<file path="config.mk">
export PLATFORM = sky130hd
export DESIGN_NAME = length_prefix_to_start_code_unit
export DESIGN_NICKNAME = d
export VERILOG_FILES = /design/src/rtl/core/lpsc_pkg.sv /design/src/rtl/core/lpsc_front.sv /design/src/rtl/core/lpsc_queue.sv /design/src/rtl/core/lpsc_back.sv /design/src/rtl/core/length_prefix_to_start_code_unit.sv
export SDC_FILE = /design/constraint.sdc
export NUM_CORES = 1
export LEC_CHECK = 0
export BUFFER_PORTS_ARGS = -buffer_cell sky130_fd_sc_hd__buf_2
export CAP_MARGIN = 15
export CORE_ASPECT_RATIO = 1.75
export CORE_MARGIN = 10
export CORE_UTILIZATION = 50
export CTS_CLUSTER_SIZE = 28
export DETAILED_ROUTE_END_ITERATION = 7
export MAX_ROUTING_LAYER = met4
export PLACE_DENSITY_LB_ADDON = 0.1
export SLEW_MARGIN = 20
export SYNTH_ARGS = -nofsm -noshare
export SYNTH_HDL_FRONTEND = slang
export SYNTH_SLANG_ARGS = --single-unit
</file>
<file path="constraint.sdc">
create_clock -name aclk -period 4.1 [get_ports aclk]
set_input_delay 0.205 -clock aclk [delete_from_list [all_inputs] [get_ports aclk]]
set_output_delay 0.205 -clock aclk [all_outputs]
set_load 0.02 [all_outputs]
</file>
<file path="src/rtl/core/lpsc_pkg.sv">
package lpsc_pkg;

    localparam int unsigned LEN_SIZE_MAX = 4;
    localparam int unsigned CFG_IDX_W    = 2;
    localparam int unsigned CFG_DATA_W   = 3;

    typedef enum logic [CFG_IDX_W-1:0] {
        CFG_LENGTH_SIZE  = 2'd0,
        CFG_PASS_THROUGH = 2'd1
    } cfg_idx_t;

    typedef struct packed {
        logic [7:0] data_byte;
        logic       buffer_last;
    } in_t;

    typedef struct packed {
        logic [7:0] out_byte;
        logic       run_last;
        logic       unit_end;
        logic       failed;
    } out_t;

    // one queue entry: a single result or a whole start code
    typedef struct packed {
        logic       start;
        logic       long_code;
        logic [7:0] data;
        logic       unit_end;
        logic       failed;
    } cmd_t;

    typedef enum logic [2:0] {
        PH_LEN  = 3'b001,
        PH_PAY  = 3'b010,
        PH_DISC = 3'b100
    } phase_t;

endpackage

</file>
<file path="src/rtl/core/lpsc_front.sv">
module lpsc_front
    import lpsc_pkg::*;
(
    input  logic                  aclk,
    input  logic                  aresetn,
    input  logic                  cfg_valid,
    input  logic [CFG_IDX_W-1:0]  cfg_index,
    input  logic [CFG_DATA_W-1:0] cfg_data,
    input  logic                  in_fire,
    input  in_t                   in_item,
    output logic                  push,
    output cmd_t                  push_cmd
);

    logic [2:0]  length_size_reg;
    logic        pass_reg;
    phase_t      phase_reg, phase_next;
    logic [2:0]  seen_reg, seen_next;
    logic [31:0] acc_reg, acc_next;
    logic [30:0] left_reg, left_next;
    logic        first_reg, first_next;

    logic [2:0]  size_eff;
    logic [31:0] acc_new;
    logic [2:0]  seen_new;
    logic [31:0] nal;
    logic [30:0] left_dec;
    logic        conv_clr;
    logic        last;
    logic [7:0]  b;

    assign last = in_item.buffer_last;
    assign b    = in_item.data_byte;

    always_comb begin
        if (length_size_reg == 3'd0) begin
            size_eff = 3'd1;
        end else if (length_size_reg > 3'(LEN_SIZE_MAX)) begin
            size_eff = 3'(LEN_SIZE_MAX);
        end else begin
            size_eff = length_size_reg;
        end
    end

    assign acc_new  = {acc_reg[23:0], b};
    assign seen_new = (seen_reg == 3'd7) ? seen_reg : seen_reg + 3'd1;
    assign left_dec = left_reg - 31'd1;

    always_comb begin
        unique case (size_eff)
            3'd1:    nal = {24'd0, acc_new[7:0]};
            3'd2:    nal = {16'd0, acc_new[15:0]};
            3'd3:    nal = {8'd0, acc_new[23:0]};
            default: nal = acc_new;
        endcase
    end

    always_comb begin
        phase_next = phase_reg;
        seen_next  = seen_reg;
        acc_next   = acc_reg;
        left_next  = left_reg;
        first_next = first_reg;
        conv_clr   = 1'b0;
        push       = 1'b0;
        push_cmd   = '0;
        if (in_fire) begin
            if (pass_reg) begin
                push              = 1'b1;
                push_cmd.data     = b;
                push_cmd.unit_end = last;
                conv_clr          = last;
            end else begin
                unique case (phase_reg)
                    PH_DISC: begin
                        conv_clr = last;
                    end
                    PH_PAY: begin
                        push = 1'b1;
                        if (last && left_reg != 31'd1) begin
                            push_cmd.unit_end = 1'b1;
                            push_cmd.failed   = 1'b1;
                        end else begin
                            push_cmd.data     = b;
                            push_cmd.unit_end = last;
                            left_next         = left_dec;
                            if (left_dec == 31'd0) begin
                                phase_next = PH_LEN;
                            end
                        end
                        conv_clr = last;
                    end
                    PH_LEN: begin
                        acc_next  = acc_new;
                        seen_next = seen_new;
                        if (seen_new < size_eff) begin
                            if (last) begin
                                push              = 1'b1;
                                push_cmd.unit_end = 1'b1;
                                push_cmd.failed   = 1'b1;
                                conv_clr          = 1'b1;
                            end
                        end else begin
                            seen_next = '0;
                            acc_next  = '0;
                            push      = 1'b1;
                            conv_clr  = last;
                            // negative 4-byte length, or buffer ends before payload
                            if ((size_eff == 3'(LEN_SIZE_MAX) && nal[31]) ||
                                (last && nal != 32'd0)) begin
                                push_cmd.unit_end = 1'b1;
                                push_cmd.failed   = 1'b1;
                                if (!last) begin
                                    phase_next = PH_DISC;
                                end
                            end else begin
                                push_cmd.start     = 1'b1;
                                push_cmd.long_code = first_reg;
                                push_cmd.unit_end  = last;
                                first_next         = 1'b0;
                                if (nal != 32'd0) begin
                                    phase_next = PH_PAY;
                                    left_next  = nal[30:0];
                                end
                            end
                        end
                    end
                    default: begin
                        conv_clr = 1'b1;
                    end
                endcase
            end
        end
        if (conv_clr) begin
            phase_next = PH_LEN;
            seen_next  = '0;
            acc_next   = '0;
            left_next  = '0;
            first_next = 1'b1;
        end
    end

    always_ff @(posedge aclk) begin
        if (!aresetn) begin
            length_size_reg <= 3'(LEN_SIZE_MAX);
            pass_reg        <= 1'b1;
            phase_reg       <= PH_LEN;
            seen_reg        <= '0;
            acc_reg         <= '0;
            left_reg        <= '0;
            first_reg       <= 1'b1;
        end else begin
            if (cfg_valid) begin
                if (cfg_index == CFG_LENGTH_SIZE) begin
                    length_size_reg <= cfg_data;
                end else if (cfg_index == CFG_PASS_THROUGH) begin
                    pass_reg <= cfg_data[0];
                end
            end
            phase_reg <= phase_next;
            seen_reg  <= seen_next;
            acc_reg   <= acc_next;
            left_reg  <= left_next;
            first_reg <= first_next;
        end
    end

endmodule

</file>
<file path="src/rtl/core/lpsc_queue.sv">
module lpsc_queue
    import lpsc_pkg::*;
#(
    parameter int unsigned DEPTH = 4
) (
    input  logic aclk,
    input  logic aresetn,
    input  logic push,
    input  cmd_t push_cmd,
    output logic full,
    input  logic pop,
    output logic empty,
    output cmd_t head
);

    localparam int unsigned AW = (DEPTH > 1) ? $clog2(DEPTH) : 1;
    localparam int unsigned CW = $clog2(DEPTH + 1);

    cmd_t          mem [DEPTH];
    logic [AW-1:0] wptr_reg, wptr_next;
    logic [AW-1:0] rptr_reg, rptr_next;
    logic [CW-1:0] cnt_reg, cnt_next;

    assign full  = (cnt_reg == CW'(DEPTH));
    assign empty = (cnt_reg == '0);
    assign head  = mem[rptr_reg];

    always_comb begin
        wptr_next = wptr_reg;
        rptr_next = rptr_reg;
        cnt_next  = cnt_reg;
        if (push) begin
            wptr_next = (wptr_reg == AW'(DEPTH - 1)) ? '0 : wptr_reg + AW'(1);
        end
        if (pop) begin
            rptr_next = (rptr_reg == AW'(DEPTH - 1)) ? '0 : rptr_reg + AW'(1);
        end
        if (push && !pop) begin
            cnt_next = cnt_reg + CW'(1);
        end else if (pop && !push) begin
            cnt_next = cnt_reg - CW'(1);
        end
    end

    always_ff @(posedge aclk) begin
        if (push) begin
            mem[wptr_reg] <= push_cmd;
        end
    end

    always_ff @(posedge aclk) begin
        if (!aresetn) begin
            wptr_reg <= '0;
            rptr_reg <= '0;
            cnt_reg  <= '0;
        end else begin
            wptr_reg <= wptr_next;
            rptr_reg <= rptr_next;
            cnt_reg  <= cnt_next;
        end
    end

endmodule

</file>
<file path="src/rtl/core/lpsc_back.sv">
module lpsc_back
    import lpsc_pkg::*;
(
    input  logic aclk,
    input  logic aresetn,
    input  logic q_empty,
    input  cmd_t q_head,
    output logic pop,
    output logic m_valid,
    input  logic m_ready,
    output out_t m_data
);

    logic       m_valid_reg, m_valid_next;
    out_t       m_data_reg, m_data_next;
    logic [1:0] rem_reg, rem_next;
    logic       ue_reg, ue_next;
    logic       load;

    assign m_valid = m_valid_reg;
    assign m_data  = m_data_reg;
    assign load    = !m_valid_reg || m_ready;

    always_comb begin
        m_valid_next = m_valid_reg;
        m_data_next  = m_data_reg;
        rem_next     = rem_reg;
        ue_next      = ue_reg;
        pop          = 1'b0;
        if (load) begin
            if (rem_reg != 2'd0) begin
                // rest of a start code, ending in the 01 byte
                m_valid_next         = 1'b1;
                m_data_next.out_byte = (rem_reg == 2'd1) ? 8'h01 : 8'h00;
                m_data_next.run_last = (rem_reg == 2'd1);
                m_data_next.unit_end = (rem_reg == 2'd1) && ue_reg;
                m_data_next.failed   = 1'b0;
                rem_next             = rem_reg - 2'd1;
            end else if (!q_empty) begin
                pop          = 1'b1;
                m_valid_next = 1'b1;
                if (q_head.start) begin
                    m_data_next = '0;
                    rem_next    = q_head.long_code ? 2'd3 : 2'd2;
                    ue_next     = q_head.unit_end;
                end else begin
                    m_data_next.out_byte = q_head.data;
                    m_data_next.run_last = 1'b1;
                    m_data_next.unit_end = q_head.unit_end;
                    m_data_next.failed   = q_head.failed;
                end
            end else begin
                m_valid_next = 1'b0;
            end
        end
    end

    always_ff @(posedge aclk) begin
        m_data_reg <= m_data_next;
        ue_reg     <= ue_next;
    end

    always_ff @(posedge aclk) begin
        if (!aresetn) begin
            m_valid_reg <= 1'b0;
            rem_reg     <= '0;
        end else begin
            m_valid_reg <= m_valid_next;
            rem_reg     <= rem_next;
        end
    end

endmodule

</file>
<file path="src/rtl/core/length_prefix_to_start_code_unit.sv">
// Rewrites length-prefixed access units into start-code form, one byte per item.
// Input channel s_valid/s_ready/s_data carries a byte and a buffer-last flag;
// result channel m_valid/m_ready/m_data carries one output byte with its flags.
// Config channel cfg_valid/cfg_ready/cfg_index/cfg_data writes length_size (0)
// and pass_through (1); cfg_ready is always high, write only while idle.
// Results are registered in the command queue, then in the output register.
// Throughput: one input item per cycle while the queue has room and each item
// gives at most one result; a completed length expands to a 3 or 4 byte start
// code; while m_ready is high, the output register gives one result per cycle.
// The front classifies items into a QUEUE_DEPTH entry command queue; s_ready
// drops only when that queue is full, so a stalled receiver backs up through
// the output register and the queue before input is held off.
// Reset puts length_size at 4, pass_through at 1, empties the queue and the
// output register, and returns the conversion to the start of a buffer.
module length_prefix_to_start_code_unit
    import lpsc_pkg::*;
#(
    parameter int unsigned QUEUE_DEPTH = 4
) (
    input  logic                  aclk,
    input  logic                  aresetn,
    input  logic                  s_valid,
    output logic                  s_ready,
    input  in_t                   s_data,
    output logic                  m_valid,
    input  logic                  m_ready,
    output out_t                  m_data,
    input  logic                  cfg_valid,
    output logic                  cfg_ready,
    input  logic [CFG_IDX_W-1:0]  cfg_index,
    input  logic [CFG_DATA_W-1:0] cfg_data
);

    logic q_full;
    logic q_empty;
    logic push;
    logic pop;
    cmd_t push_cmd;
    cmd_t q_head;

    assign s_ready   = !q_full;
    assign cfg_ready = 1'b1;

    lpsc_front u_front (
        .aclk      (aclk),
        .aresetn   (aresetn),
        .cfg_valid (cfg_valid),
        .cfg_index (cfg_index),
        .cfg_data  (cfg_data),
        .in_fire   (s_valid && s_ready),
        .in_item   (s_data),
        .push      (push),
        .push_cmd  (push_cmd)
    );

    lpsc_queue #(
        .DEPTH (QUEUE_DEPTH)
    ) u_queue (
        .aclk     (aclk),
        .aresetn  (aresetn),
        .push     (push),
        .push_cmd (push_cmd),
        .full     (q_full),
        .pop      (pop),
        .empty    (q_empty),
        .head     (q_head)
    );

    lpsc_back u_back (
        .aclk    (aclk),
        .aresetn (aresetn),
        .q_empty (q_empty),
        .q_head  (q_head),
        .pop     (pop),
        .m_valid (m_valid),
        .m_ready (m_ready),
        .m_data  (m_data)
    );

endmodule

</file>
==> qor.csv <==
metric,value,unit
worstPathBufferInverterCount,2,
async_flop_share,0,
via_per_inst,6.39,
timing.critical_path.depth,13,
grtUsageMet2,0.380,
p_seq_frac,0.410,
grt_pass1_vias,5987,
ioPinCount,33,
synth_area_per_cell,9.51,µm²
grt_start_max_net_pins,47,
place_ws,0.697,ns
row_count,57,
cts_setup_buffers,0,
wl_per_cell,21.1,µm
whs,0.0357,ns
crit_chain,ha_1 > or2_2 > ha_1 > inv_1 > o31ai_2 > o21ai_0 > a31oi_1 > ha_1 > inv_1 > fa_1 > xor2_1 > or3_1 > a21oi_1,
root_buffer,clkbuf_16,
p_int,2.86,mW
setup_viol,0,
maxCapViolations,0,
track_usage,0.214,
ir_drop,0.290,mV
met3_usage,0.0354,
worstSetupPathType,reg2reg,
cts_hold_buffers,0,
routed_wl,20000,µm
fp.dieH,177,µm
fin_crit_sh,0.838,
crit_required,4.45,ns
synth_top_cell_area_share,0.256,
clock_latency,0.42,ns
rsz0062_at_grt,false,
seq_area_frac_synth,0.477,
largest_reg_flops,48,
die_w,110,µm
max-slew-margin-rel,0.314,
dieArea,19400,µm²
antenna_found_initial,0,
netlist_top_cells_area,"edfxtp_1 (26%), dfxtp_1 (22%), a21oi_1 (4.8%), mux4_2 (3.8%), nand3_1 (3.7%)",
drtIter0Drc,517,
cts_resized,0,
remaining_drc_errors,0,
p_leak,2.86,nW
tightest_slew,1.02,ns
critPathLaunch,u_front.seen_reg[0],
yosys_register_bits,138,
path_clk_slew,0.07,ns
start_util,0.509,
grt_overflow_total,0,
pwr-share-clk,0.375,
path_common_cell,ha_1,
cp_max_fo,8,
worstHoldStart,aresetn,
ant_nets,0,
hp-class,in2reg,
gp_congestion,0.946,
grt_first_pass_wirelength,31700,µm
dp_hpwl,14300,µm
hold_depth,2,
synth_cells,741,
io_buffers,31,
p_comb_frac,0.215,
start_kind,flip-flop,
finClkSkew,0.0151,ns
worstPathArrival,3.79,ns
cp-end-kind,flip-flop,
worstReg2RegStart,u_front.seen_reg[0],
status,"complete, no violations",
hold_viol,0,
drive_gt1_frac,0.150,
synth_nets,773,
antenna-diode-count,0,
synth.distinct_cells,75,
swShare,0.314,
power_density,522,nW/µm²
routed-via-count,6077,
fmax,0.291,GHz
synth_most_common_cell,dfxtp_1,
cts_tree,done,
cts_buffer_depth,2,
met1_usage,0.223,
crit_family,adder cells,
setup-tns-final,0,ns
grt_most_used_layer,met2,
synth_enable_flop_cells,60,
switchingPower,1.31,mW
period_minus_slack,3.44,ns
area.growth.synth_to_final,13.3,%
synth_ff_type,dfxtp_1,
worst_slack,0.663,ns
clock_sinks,138,
ff2ff_path_depth,13,
synth_warnings,0,
nets,793,
max_stage_delay,0.43,ns
first_pass_iters,5,
htree_levels,4,
ys_top_cells_by_count,"dfxtp_1 (78), a21oi_1 (68), nand2_1 (68)",
yosys.area.top_type,edfxtp_1,
slew_violations,0,
synth_area,7050,µm²
core,13800,µm²
cts_inserted_buffers,17,
cp_slowest_cell,fa_1,
==> power by group through the flow <==
| stage | combinational (mW) | clock [mW] | sequential (mW) |
|---|---|---|---|
| floorplan | 0.563 | 0 | 1.81 |
| global placement | 0.872 | 0 | 1.74 |
| detailed placement | 0.904 | 0 | 1.74 |
| CTS | 0.912 | 1.58 | 1.71 |
| global route | 0.988 | 1.64 | 1.72 |
| finish | 0.894 | 1.56 | 1.71 |
==> logic make-up after synthesis <==
| logic type | Yosys count | synth area share |
|---|---|---|
| AOI/OAI and AO/OA | 206 | 0.192 |
| other | 1 | 0.000532 |
| adders and majority gates | 13 | 0.0241 |
| buffers and inverters | 67 | 0.0392 |
| xor gates and xnor gates | 9 | 0.0112 |
| and+or+nand+nor | 288 | 0.207 |
| muxes | 19 | 0.0485 |
| DFF | 138 | 0.477 |
==> layout make-up <==
| type | count | area, µm² |
|---|---|---|
| clock buffers | 17 | 425 |
| clock inverters | 15 | 171 |
| fillers | 1183 | 5850 |
| inverters | 17 | 63.8 |
| multi-input cells | 536 | 3420 |
| flip-flops and latches | 138 | 3360 |
| well taps | 177 | 221 |
| repair buffers | 51 | 318 |
==> placed cells by master (no fill, tap or decap), types with 7 or more instances in the layout <==
cell type  count
a21oi_1       68
a31oi_1       18
and2_1        15
buf_2         31
buf_4         19
clkbuf_16     17
dfxtp_1       78
edfxtp_1      60
ha_1          12
inv_1         17
mux4_2        12
nand2_1       68
nand3_1       52
nand3b_1       7
nand4_1        9
nor2_1        55
nor2b_1        8
nor3_1        20
nor4_1        16
o21ai_0       36
o31ai_1        9
or3_1          8
==> path summary, 6_finish.rpt <==
check | slack (ns) | end
min | 0.04 | u_front.pass_reg
max reg2reg | 0.66 | u_queue.cnt_reg[2]
max | 0.66 | u_queue.cnt_reg[2]
min reg2reg | 0.48 | u_front.first_reg
==> per-layer routing <==
layer	up-vias	wire length [µm]
met4	0	729
met3	47	881
met5	-	0
met1	2977	7510
li1	2833	-
met2	220	10900
==> per-stage QoR <==
| step | utilization | std cells | total power [mW] | instance area (µm²) |
|---|---|---|---|---|
| after floorplan | - | 741 | 2.37 | 7050 |
| after global placement | 0.534 | 919 | 2.61 | 7380 |
| after detailed placement | 0.534 | 919 | 2.64 | 7380 |
| after CTS | 0.577 | 951 | 4.20 | 7980 |
| after global routing | 0.577 | 951 | 4.36 | 7980 |
| final | 0.577 | 951 | 4.16 | 7980 |
No activity file was read; power rests on OpenSTA's default activity.
